`config.mk`:
```
export PLATFORM = sky130hd
export DESIGN_NAME = length_prefixed_message_deframer_flat
export DESIGN_NICKNAME = d
export VERILOG_FILES = /design/src/sv/lpmd_pkg.sv /design/src/sv/lpmd_if.sv /design/src/sv/length_prefixed_message_deframer.sv /design/src/sv/lpmd_front.sv /design/src/sv/lpmd_queue.sv /design/src/sv/lpmd_back.sv /design/src/flat_wrapper.sv
export SDC_FILE = /design/constraint.sdc
export NUM_CORES = 1
export LEC_CHECK = 0
export ABC_AREA = 0
export BUFFER_PORTS_ARGS = -buffer_cell sky130_fd_sc_hd__buf_2
export CAP_MARGIN = 10
export CORE_MARGIN = 5
export CORE_UTILIZATION = 60
export DETAILED_ROUTE_END_ITERATION = 8
export PLACE_DENSITY = 0.76
export SYNTH_ARGS = -nofsm -noshare
export SYNTH_HDL_FRONTEND = slang
export SYNTH_SLANG_ARGS = --single-unit
export TNS_END_PERCENT = 50
```
`constraint.sdc`:
```
create_clock -name clk -period 9.71 [get_ports clk]
set_input_delay 1.942 -clock clk [delete_from_list [all_inputs] [get_ports clk]]
set_output_delay 1.942 -clock clk [all_outputs]
set_load 0.05 [all_outputs]
```
`src/sv/lpmd_pkg.sv`:
```
// Types and constants shared by the message deframer.
`default_nettype none
package lpmd_pkg;

  localparam int CFG_IDX_W  = 8;
  localparam int CFG_DATA_W = 32;
  localparam int CONSUMED_W = 16;
  localparam int Q_DEPTH    = 4;
  localparam int Q_PTR_W    = 2;
  localparam int Q_CNT_W    = 3;

  localparam logic [CFG_IDX_W-1:0] CFG_MAGIC_WORD    = 8'd0;
  localparam logic [CFG_IDX_W-1:0] CFG_EXPECTED_TYPE = 8'd1;

  localparam logic [31:0] MAGIC_RESET = 32'h5844_5A40;
  localparam logic [15:0] TYPE_RESET  = 16'h0000;

  typedef enum logic [2:0] {
    PH_HEADER,
    PH_TYPE,
    PH_LENGTH,
    PH_PAYLOAD,
    PH_DROP
  } phase_t;

  typedef enum logic [2:0] {
    ST_PAYLOAD,
    ST_EMPTY,
    ST_BAD_HEADER,
    ST_BAD_TYPE,
    ST_INCOMPLETE
  } status_t;

  typedef struct packed {
    status_t                 status;
    logic [7:0]              data;
    logic                    last;
    logic                    trunc;
    logic [CONSUMED_W-1:0]   offs;
  } res_t;

endpackage
`default_nettype wire

```
`src/sv/lpmd_if.sv`:
```
// Valid/ready channel interfaces for input bytes, results and configuration writes.
`default_nettype none
interface lpmd_in_if;
  logic       valid;
  logic       ready;
  logic [7:0] data_byte;
  logic       buffer_end;

  modport source (output valid, output data_byte, output buffer_end, input ready);
  modport sink   (input valid, input data_byte, input buffer_end, output ready);
endinterface

interface lpmd_out_if;
  logic        valid;
  logic        ready;
  logic [7:0]  payload_byte;
  logic [2:0]  status;
  logic        message_last;
  logic        truncated;
  logic [15:0] consumed_bytes;

  modport source (output valid, output payload_byte, output status, output message_last,
                  output truncated, output consumed_bytes, input ready);
  modport sink   (input valid, input payload_byte, input status, input message_last,
                  input truncated, input consumed_bytes, output ready);
endinterface

interface lpmd_cfg_if;
  logic                           valid;
  logic                           ready;
  logic [lpmd_pkg::CFG_IDX_W-1:0]  index;
  logic [lpmd_pkg::CFG_DATA_W-1:0] data;

  modport source (output valid, output index, output data, input ready);
  modport sink   (input valid, input index, input data, output ready);
endinterface
`default_nettype wire

```
`src/sv/length_prefixed_message_deframer.sv`:
```
// Top level of the length-prefixed message deframer.
// Takes one received byte per beat and, when the downstream side keeps up, one beat every
// cycle; the result for a byte passes through the result queue and the output register to out_ch.
// in_ch.ready falls only when the four-entry result queue between parser
// and output register is full. Each message is a 4-byte magic header, a 16-bit
// little-endian type and a 32-bit little-endian length followed by the payload; a byte with
// buffer_end set returns the parser to the header phase. Configuration writes are always
// accepted, take effect on the next cycle and must only be issued while no accepted byte is
// still in flight.
`default_nettype none
module length_prefixed_message_deframer #(
  parameter int OFFSET_BITS = 16
) (
  input  wire logic  clk,
  input  wire logic  rst_n,
  lpmd_in_if.sink    in_ch,
  lpmd_cfg_if.sink   cfg_ch,
  lpmd_out_if.source out_ch
);
  import lpmd_pkg::*;

  res_t tok;
  res_t q_head;
  logic tok_vld;
  logic q_full;
  logic q_empty;
  logic q_pop;

  lpmd_front #(
    .OFFSET_BITS (OFFSET_BITS)
  ) u_front (
    .clk     (clk),
    .rst_n   (rst_n),
    .in_ch   (in_ch),
    .cfg_ch  (cfg_ch),
    .q_full  (q_full),
    .tok_vld (tok_vld),
    .tok     (tok)
  );

  lpmd_queue u_queue (
    .clk       (clk),
    .rst_n     (rst_n),
    .push      (tok_vld),
    .push_data (tok),
    .pop       (q_pop),
    .full      (q_full),
    .empty     (q_empty),
    .head      (q_head)
  );

  lpmd_back u_back (
    .clk     (clk),
    .rst_n   (rst_n),
    .q_empty (q_empty),
    .q_head  (q_head),
    .q_pop   (q_pop),
    .out_ch  (out_ch)
  );

endmodule
`default_nettype wire

```
`src/sv/lpmd_front.sv`:
```
// Front end: configuration registers and the byte parser that classifies each beat.
`default_nettype none
module lpmd_front #(
  parameter int OFFSET_BITS = 16
) (
  input  wire logic           clk,
  input  wire logic           rst_n,
  lpmd_in_if.sink             in_ch,
  lpmd_cfg_if.sink            cfg_ch,
  input  wire logic           q_full,
  output logic                tok_vld,
  output lpmd_pkg::res_t      tok
);
  import lpmd_pkg::*;

  logic [31:0]            magic_r;
  logic [15:0]            exp_type_r;
  phase_t                 phase_r, phase_nxt;
  logic [1:0]             idx_r, idx_nxt;
  logic [23:0]            acc_r, acc_nxt;
  logic [31:0]            rem_r, rem_nxt;
  logic [OFFSET_BITS-1:0] off_r, off_nxt;
  logic [OFFSET_BITS-1:0] start_r, start_nxt;
  logic [OFFSET_BITS-1:0] start_cur;
  logic [CONSUMED_W-1:0]  start_sat;
  logic [31:0]            len_full;
  logic                   in_fire;
  logic                   no_incomplete;

  assign cfg_ch.ready = 1'b1;
  assign in_ch.ready  = !q_full;
  assign in_fire      = in_ch.valid && in_ch.ready;

  always_ff @(posedge clk) begin
    if (!rst_n) begin
      magic_r    <= MAGIC_RESET;
      exp_type_r <= TYPE_RESET;
    end else if (cfg_ch.valid) begin
      unique case (cfg_ch.index)
        CFG_MAGIC_WORD:    magic_r    <= cfg_ch.data;
        CFG_EXPECTED_TYPE: exp_type_r <= cfg_ch.data[15:0];
        default: ;
      endcase
    end
  end

  assign start_cur = (phase_r == PH_HEADER && idx_r == 2'd0) ? off_r : start_r;
  assign len_full  = {in_ch.data_byte, acc_r};

  generate
    if (OFFSET_BITS > CONSUMED_W) begin : g_sat
      assign start_sat = (|start_cur[OFFSET_BITS-1:CONSUMED_W]) ? '1
                                                                : start_cur[CONSUMED_W-1:0];
    end else if (OFFSET_BITS == CONSUMED_W) begin : g_same
      assign start_sat = start_cur;
    end else begin : g_ext
      assign start_sat = {{(CONSUMED_W-OFFSET_BITS){1'b0}}, start_cur};
    end
  endgenerate

  always_comb begin
    phase_nxt     = phase_r;
    idx_nxt       = idx_r;
    acc_nxt       = acc_r;
    rem_nxt       = rem_r;
    start_nxt     = start_cur;
    off_nxt       = off_r;
    no_incomplete = 1'b0;
    tok_vld       = 1'b0;
    tok.status    = ST_PAYLOAD;
    tok.data      = in_ch.data_byte;
    tok.last      = 1'b0;
    tok.trunc     = 1'b0;
    tok.offs      = start_sat;

    unique case (phase_r)
      PH_HEADER: begin
        if (in_ch.data_byte != magic_r[8*idx_r +: 8]) begin
          tok_vld       = 1'b1;
          tok.status    = ST_BAD_HEADER;
          no_incomplete = 1'b1;
          phase_nxt     = PH_DROP;
        end else if (idx_r == 2'd3) begin
          idx_nxt   = 2'd0;
          phase_nxt = PH_TYPE;
        end else begin
          idx_nxt = idx_r + 2'd1;
        end
      end
      PH_TYPE: begin
        if (idx_r == 2'd0) begin
          acc_nxt[7:0] = in_ch.data_byte;
          idx_nxt      = 2'd1;
        end else begin
          if ({in_ch.data_byte, acc_r[7:0]} != exp_type_r) begin
            tok_vld       = 1'b1;
            tok.status    = ST_BAD_TYPE;
            no_incomplete = 1'b1;
            phase_nxt     = PH_DROP;
          end else begin
            phase_nxt = PH_LENGTH;
          end
          idx_nxt = 2'd0;
        end
      end
      PH_LENGTH: begin
        if (idx_r == 2'd3) begin
          idx_nxt       = 2'd0;
          no_incomplete = 1'b1;
          if (len_full == 32'd0) begin
            tok_vld    = 1'b1;
            tok.status = ST_EMPTY;
            phase_nxt  = PH_HEADER;
          end else begin
            rem_nxt   = len_full;
            phase_nxt = PH_PAYLOAD;
            if (in_ch.buffer_end) begin
              tok_vld    = 1'b1;
              tok.status = ST_EMPTY;
              tok.trunc  = 1'b1;
            end
          end
        end else begin
          acc_nxt[8*idx_r +: 8] = in_ch.data_byte;
          idx_nxt               = idx_r + 2'd1;
        end
      end
      PH_PAYLOAD: begin
        no_incomplete = 1'b1;
        rem_nxt       = rem_r - 32'd1;
        tok_vld       = 1'b1;
        if (rem_r == 32'd1) begin
          tok.last  = 1'b1;
          phase_nxt = PH_HEADER;
          idx_nxt   = 2'd0;
        end else begin
          tok.trunc = in_ch.buffer_end;
        end
      end
      PH_DROP: begin
        no_incomplete = 1'b1;
      end
      default: begin
        no_incomplete = 1'b1;
        phase_nxt     = PH_HEADER;
        idx_nxt       = 2'd0;
      end
    endcase

    if (in_ch.buffer_end) begin
      if (!no_incomplete && !tok_vld &&
          (phase_nxt == PH_HEADER || phase_nxt == PH_TYPE || phase_nxt == PH_LENGTH) &&
          (phase_nxt != PH_HEADER || idx_nxt != 2'd0)) begin
        tok_vld    = 1'b1;
        tok.status = ST_INCOMPLETE;
      end
      phase_nxt = PH_HEADER;
      idx_nxt   = 2'd0;
      acc_nxt   = '0;
      rem_nxt   = '0;
      off_nxt   = '0;
      start_nxt = '0;
    end else if (off_r != '1) begin
      off_nxt = off_r + {{(OFFSET_BITS-1){1'b0}}, 1'b1};
    end

    if (!in_fire) begin
      tok_vld = 1'b0;
    end
  end

  always_ff @(posedge clk) begin
    if (!rst_n) begin
      phase_r <= PH_HEADER;
      idx_r   <= '0;
      acc_r   <= '0;
      rem_r   <= '0;
      off_r   <= '0;
      start_r <= '0;
    end else if (in_fire) begin
      phase_r <= phase_nxt;
      idx_r   <= idx_nxt;
      acc_r   <= acc_nxt;
      rem_r   <= rem_nxt;
      off_r   <= off_nxt;
      start_r <= start_nxt;
    end
  end

  a_push_on_beat: assert property (@(posedge clk) disable iff (!rst_n)
    tok_vld |-> in_fire)
    else $error("result pushed without an input beat");

  a_end_resets: assert property (@(posedge clk) disable iff (!rst_n)
    in_fire && in_ch.buffer_end |=> phase_r == PH_HEADER && off_r == '0 && idx_r == 2'd0)
    else $error("parser not reset after buffer end");

  a_payload_left: assert property (@(posedge clk) disable iff (!rst_n)
    phase_r == PH_PAYLOAD |-> rem_r != 32'd0)
    else $error("payload phase with nothing remaining");

endmodule
`default_nettype wire

```
`src/sv/lpmd_queue.sv`:
```
// Short result queue between the parser and the output stage.
`default_nettype none
module lpmd_queue (
  input  wire logic           clk,
  input  wire logic           rst_n,
  input  wire logic           push,
  input  lpmd_pkg::res_t      push_data,
  input  wire logic           pop,
  output logic                full,
  output logic                empty,
  output lpmd_pkg::res_t      head
);
  import lpmd_pkg::*;

  res_t                 mem_r [Q_DEPTH];
  logic [Q_PTR_W-1:0]   wr_ptr_r, rd_ptr_r;
  logic [Q_CNT_W-1:0]   cnt_r, cnt_nxt;
  logic                 do_pop;

  assign full   = (cnt_r == Q_CNT_W'(Q_DEPTH));
  assign empty  = (cnt_r == '0);
  assign head   = mem_r[rd_ptr_r];
  assign do_pop = pop && !empty;

  always_comb begin
    cnt_nxt = cnt_r;
    if (push && !do_pop) begin
      cnt_nxt = cnt_r + Q_CNT_W'(1);
    end else if (!push && do_pop) begin
      cnt_nxt = cnt_r - Q_CNT_W'(1);
    end
  end

  always_ff @(posedge clk) begin
    if (push) begin
      mem_r[wr_ptr_r] <= push_data;
    end
  end

  always_ff @(posedge clk) begin
    if (!rst_n) begin
      wr_ptr_r <= '0;
      rd_ptr_r <= '0;
      cnt_r    <= '0;
    end else begin
      if (push) begin
        wr_ptr_r <= wr_ptr_r + Q_PTR_W'(1);
      end
      if (do_pop) begin
        rd_ptr_r <= rd_ptr_r + Q_PTR_W'(1);
      end
      cnt_r <= cnt_nxt;
    end
  end

  a_no_overflow: assert property (@(posedge clk) disable iff (!rst_n)
    push |-> cnt_r < Q_CNT_W'(Q_DEPTH))
    else $error("push into full queue");

  a_count_range: assert property (@(posedge clk) disable iff (!rst_n)
    cnt_r <= Q_CNT_W'(Q_DEPTH))
    else $error("queue count out of range");

endmodule
`default_nettype wire

```
`src/sv/lpmd_back.sv`:
```
// Back end: output register that formats queued results onto the result channel.
`default_nettype none
module lpmd_back (
  input  wire logic           clk,
  input  wire logic           rst_n,
  input  wire logic           q_empty,
  input  lpmd_pkg::res_t      q_head,
  output logic                q_pop,
  lpmd_out_if.source          out_ch
);
  import lpmd_pkg::*;

  logic                  vld_r;
  logic [7:0]            byte_r, byte_nxt;
  logic [2:0]            status_r;
  logic                  last_r;
  logic                  trunc_r;
  logic [CONSUMED_W-1:0] offs_r, offs_nxt;

  assign q_pop = !q_empty && (!vld_r || out_ch.ready);

  always_comb begin
    byte_nxt = '0;
    offs_nxt = '0;
    unique case (q_head.status) inside
      ST_PAYLOAD: byte_nxt = q_head.data;
      ST_BAD_HEADER, ST_BAD_TYPE, ST_INCOMPLETE: offs_nxt = q_head.offs;
      default: ;
    endcase
  end

  always_ff @(posedge clk) begin
    if (!rst_n) begin
      vld_r <= 1'b0;
    end else if (q_pop) begin
      vld_r <= 1'b1;
    end else if (out_ch.ready) begin
      vld_r <= 1'b0;
    end
  end

  always_ff @(posedge clk) begin
    if (q_pop) begin
      byte_r   <= byte_nxt;
      status_r <= q_head.status;
      last_r   <= q_head.last;
      trunc_r  <= q_head.trunc;
      offs_r   <= offs_nxt;
    end
  end

  assign out_ch.valid          = vld_r;
  assign out_ch.payload_byte   = byte_r;
  assign out_ch.status         = status_r;
  assign out_ch.message_last   = last_r;
  assign out_ch.truncated      = trunc_r;
  assign out_ch.consumed_bytes = offs_r;

endmodule
`default_nettype wire

```
`src/flat_wrapper.sv`:
```
// flat-port wrapper written by rule: the top's interface ports become plain ports
module length_prefixed_message_deframer_flat import lpmd_pkg::*;
#(
  parameter int OFFSET_BITS = 16
)
  (clk, rst_n, in_ch_valid, in_ch_data_byte, in_ch_buffer_end, in_ch_ready, cfg_ch_valid, cfg_ch_index, cfg_ch_data, cfg_ch_ready, out_ch_valid, out_ch_payload_byte, out_ch_status, out_ch_message_last, out_ch_truncated, out_ch_consumed_bytes, out_ch_ready);
  lpmd_in_if in_ch_i ();
  lpmd_cfg_if cfg_ch_i ();
  lpmd_out_if out_ch_i ();
  input  wire logic clk;
  input  wire logic rst_n;
  input wire logic [$bits(in_ch_i.valid)-1:0] in_ch_valid;
  input wire logic [$bits(in_ch_i.data_byte)-1:0] in_ch_data_byte;
  input wire logic [$bits(in_ch_i.buffer_end)-1:0] in_ch_buffer_end;
  output wire logic [$bits(in_ch_i.ready)-1:0] in_ch_ready;
  input wire logic [$bits(cfg_ch_i.valid)-1:0] cfg_ch_valid;
  input wire logic [$bits(cfg_ch_i.index)-1:0] cfg_ch_index;
  input wire logic [$bits(cfg_ch_i.data)-1:0] cfg_ch_data;
  output wire logic [$bits(cfg_ch_i.ready)-1:0] cfg_ch_ready;
  output wire logic [$bits(out_ch_i.valid)-1:0] out_ch_valid;
  output wire logic [$bits(out_ch_i.payload_byte)-1:0] out_ch_payload_byte;
  output wire logic [$bits(out_ch_i.status)-1:0] out_ch_status;
  output wire logic [$bits(out_ch_i.message_last)-1:0] out_ch_message_last;
  output wire logic [$bits(out_ch_i.truncated)-1:0] out_ch_truncated;
  output wire logic [$bits(out_ch_i.consumed_bytes)-1:0] out_ch_consumed_bytes;
  input wire logic [$bits(out_ch_i.ready)-1:0] out_ch_ready;
  assign in_ch_i.valid = in_ch_valid;
  assign in_ch_i.data_byte = in_ch_data_byte;
  assign in_ch_i.buffer_end = in_ch_buffer_end;
  assign in_ch_ready = in_ch_i.ready;
  assign cfg_ch_i.valid = cfg_ch_valid;
  assign cfg_ch_i.index = cfg_ch_index;
  assign cfg_ch_i.data = cfg_ch_data;
  assign cfg_ch_ready = cfg_ch_i.ready;
  assign out_ch_valid = out_ch_i.valid;
  assign out_ch_payload_byte = out_ch_i.payload_byte;
  assign out_ch_status = out_ch_i.status;
  assign out_ch_message_last = out_ch_i.message_last;
  assign out_ch_truncated = out_ch_i.truncated;
  assign out_ch_consumed_bytes = out_ch_i.consumed_bytes;
  assign out_ch_i.ready = out_ch_ready;
  length_prefixed_message_deframer #(.OFFSET_BITS(OFFSET_BITS)) u_core (.clk(clk), .rst_n(rst_n), .in_ch(in_ch_i), .cfg_ch(cfg_ch_i), .out_ch(out_ch_i));
endmodule
```
==> results.sh <==
export IMPL_ys_ff_latch=296
export IMPL_grt_antenna_before_repair=0
export IMPL_cts_root_buf="clkbuf_16"
export IMPL_clk_path_buf_depth=3
export IMPL_met2_usage=0.395
export IMPL_globalplace_congestion=0.918
export IMPL_fin_nets=1296
export IMPL_numClockSinks=296
export IMPL_grt_overflow=0
export IMPL_arrival_ns=5.40
export IMPL_status="completed"
export IMPL_rsz0062_at_grt="no"
export IMPL_vias=9156
export IMPL_finClkSkew_ns=0.0150
export IMPL_num_rows=54
export IMPL_coreArea_mm2=0.0216
export IMPL_cp_max_fo=11
export IMPL_yosys_top_cells_area="edfxtp_1, dfxtp_1, mux4_2"
export IMPL_ys_async_sr_fraction=0
export IMPL_r2r_cells=13
export IMPL_tightest_slew_ns=1.09
export IMPL_setup_viol=0
export IMPL_cts_resized=0
export IMPL_synth_cells=1166
export IMPL_drc=0
export IMPL_synth_edf_count=145
export IMPL_cts_tree="built"
export IMPL_cts_buffers=29
export IMPL_clock_fmax_mhz=203
export IMPL_ys_top_cells_by_count="dfxtp_1, nand2_1, edfxtp_1"
export IMPL_post_route_period_util=0.508
export IMPL_die_width_um=157
export IMPL_multi_input_area_mm2=0.00533
export IMPL_regArea_mm2=0.00738
export IMPL_yosysUniqueCellTypes=69
export IMPL_yosysTopAreaCell="edfxtp_1"
export IMPL_min_period_ns=4.93
export IMPL_power_density_mw_per_mm2=231
export IMPL_required_ns=10.18
export IMPL_drtIter0Drc=874
export IMPL_initial_utilization=0.603
export IMPL_grt_util_met1=0.346
export IMPL_final_hold_viol_count=0
export IMPL_dp_final_hpwl_um=19900
export IMPL_crit_type="in -> reg"
export IMPL_endpoint_kind="register"
export IMPL_netlist_area_mm2=0.0130
export IMPL_yosysWarnings=0
export IMPL_slew_headroom=0.274
export IMPL_leakagePower_nw=5.39
export IMPL_worstSetupStartpointType="primary input"
export IMPL_met3_usage=0.0396
export IMPL_viasPerCell=5.98
export IMPL_die_h_um=157
export IMPL_htree_num_levels=1
export IMPL_synthToLayoutAreaGrowth_pct=12.1
export IMPL_ant_nets=0
export IMPL_nFillCells=1628
export IMPL_portBuffers=84
export IMPL_grt_pass1_wl_um=48200
export IMPL_ys_seq_area_frac=0.566
export IMPL_n_antenna_cell=0
export IMPL_clk_insertion_delay_late_ns=0.55
export IMPL_synth_most_common_cell="dfxtp_1"
export IMPL_cap_violations=0
export IMPL_boundaryPins=86
export IMPL_grt_use_total=0.244
export IMPL_layout_drive_gt1_share=0.175
export IMPL_wire_per_inst_um=19.3
export IMPL_die_area_mm2=0.0248
export IMPL_ctsHoldBuffers=0
export IMPL_grt_pass1_vias=8998
export IMPL_syn_area_per_cell_um2=11.2
export IMPL_whs_ns=0.460
export IMPL_hold_path_class="reg -> reg"
export IMPL_vdd_drop_max_v=0.000113
export IMPL_yosysTopAreaCellShare=0.334
export IMPL_gr_max_usage_layer="met2"
export IMPL_post_cts_buffers=0
export IMPL_clk_pin_slew_ns=0.06
export IMPL_wl_um=29600
export IMPL_grt_max_degree=60
export IMPL_setup_tns_ns=0
export IMPL_syn_nets=1233
export IMPL_first_pass_iters=5
export IMPL_finalMaxSlewViolations=0
export IMPL_hold_depth=2
export IMPL_synth_ff_type="dfxtp_1"
[final cells by class]
class,instances,share of cell area
clock buffer,47,0.0584
clock inverter,7,0.00522
inverter,20,0.00514
multi-input combinational,782,0.365
sequential,296,0.505
tap,280,0.0240
timing repair buffer,100,0.0370
[final timing paths]
| check | start | endpoint | slack [ns] |
|---|---|---|---|
| hold reg to reg | u_core.u_front.magic_r[19]$_SDFFE_PN0P_ | u_core.u_front.magic_r[19]$_SDFFE_PN0P_ | 0.46 |
| setup / recovery | in_ch_data_byte[3] | u_core.u_queue.cnt_r[2]$_SDFFE_PN0P_ | 4.78 |
| hold / removal | u_core.u_front.magic_r[19]$_SDFFE_PN0P_ | u_core.u_front.magic_r[19]$_SDFFE_PN0P_ | 0.46 |
| setup reg to reg | u_core.u_front.idx_r[0]$_SDFFE_PN0P_ | u_core.u_queue.cnt_r[2]$_SDFFE_PN0P_ | 5.35 |
[cell families (layout without fill, tap and decap cells)]
group / count (synthesis) / after routing / share of synthesized area
other: 1 / 1 / 0.000288
buffers and inverters: 88 / 174 / 0.0266
adders and majority gates: 13 / 13 / 0.0131
muxes: 75 / 75 / 0.0949
AOI/OAI and AO/OA: 193 / 193 / 0.0969
xor gates and xnor gates: 49 / 49 / 0.0329
DFF: 296 / 296 / 0.566
and+or+nand+nor: 451 / 451 / 0.169
[state kept, by name, summed over array words and instances, names as in the netlist, 2 cells and up, named ones only]
register                             cells
u_core.u_front.acc_r                    24
u_core.u_queue.rd_ptr_r                  2
u_core.u_front.start_r                  16
u_core.u_queue.cnt_r                     3
u_core.u_queue.wr_ptr_r                  2
u_core.u_front.phase_r                   3
u_core.u_back.out_ch.status              3
u_core.u_back.out_ch.consumed_bytes     16
u_core.u_front.magic_r                  32
u_core.u_front.exp_type_r               16
u_core.u_front.rem_r                    32
u_core.u_front.off_r                    16
u_core.u_back.out_ch.payload_byte        8
u_core.u_queue.mem_r                   116
u_core.u_front.idx_r                     2
[layout by cell type (no fill, tap or decap), types with 4 or more instances in the layout]
cell type / netlist / routed
and2_1: 14 / 14
mux2i_1: 22 / 22
inv_1: 18 / 18
nor2b_1: 58 / 58
buf_4: 1 / 16
nor4_1: 22 / 22
or2_2: 5 / 5
a21oi_1: 55 / 54
nor3b_1: 4 / 4
or4_1: 4 / 4
clkbuf_16: 0 / 29
xor2_1: 24 / 24
clkbuf_1: 58 / 12
or3_1: 10 / 10
nor2_1: 93 / 91
xnor2_1: 25 / 25
a2111oi_0: 5 / 5
buf_2: 4 / 84
mux2_2: 16 / 16
a22oi_1: 34 / 34
edfxtp_1: 145 / 145
nor3_1: 26 / 26
nand3_1: 40 / 40
ha_1: 12 / 12
dfxtp_1: 151 / 150
nand2_1: 149 / 149
mux4_2: 36 / 36
clkbuf_8: 0 / 6
nand4_1: 7 / 7
o21ai_0: 35 / 35
a21boi_0: 25 / 25
[worst max-delay path: stages]
cell and delay, ns:
buf_2 0.20, nor4_1 0.30, nand2_1 0.10, nor4_2 0.53, o21bai_1 0.17, a41oi_1 0.32, o21ai_0 0.15, a21oi_2 0.34
ha_1 0.27, inv_1 0.06, fa_1 0.38, xor2_1 0.18, or3_1 0.30, a21oi_1 0.14
[layer usage]
metal | wire (um) | vias up
met2 | 13800 | 308
met1 | 12900 | 4427
li1 | - | 4356
met3 | 1960 | 65
met5 | 0 | -
met4 | 886 | 0
[power breakdown]
part           internal [W]  switching (W)  total (W)
clock              0.000628       0.000454    0.00108
sequential          0.00146      0.0000431    0.00151
combinational      0.000245       0.000536   0.000781
[per-stage QoR]
step	total power, W	setup WS, ns	cells	instance area [um^2]	utilization
after floorplan	0.00212	4.78	1166	13000	-
after global placement	0.00230	4.37	1478	13700	0.633
after detailed placement	0.00232	4.25	1478	13700	0.633
after CTS	0.00340	4.80	1532	14600	0.676
after global routing	0.00351	4.48	1532	14600	0.676
final	0.00337	4.78	1532	14600	0.676
Power figures use the tool's default switching activity.
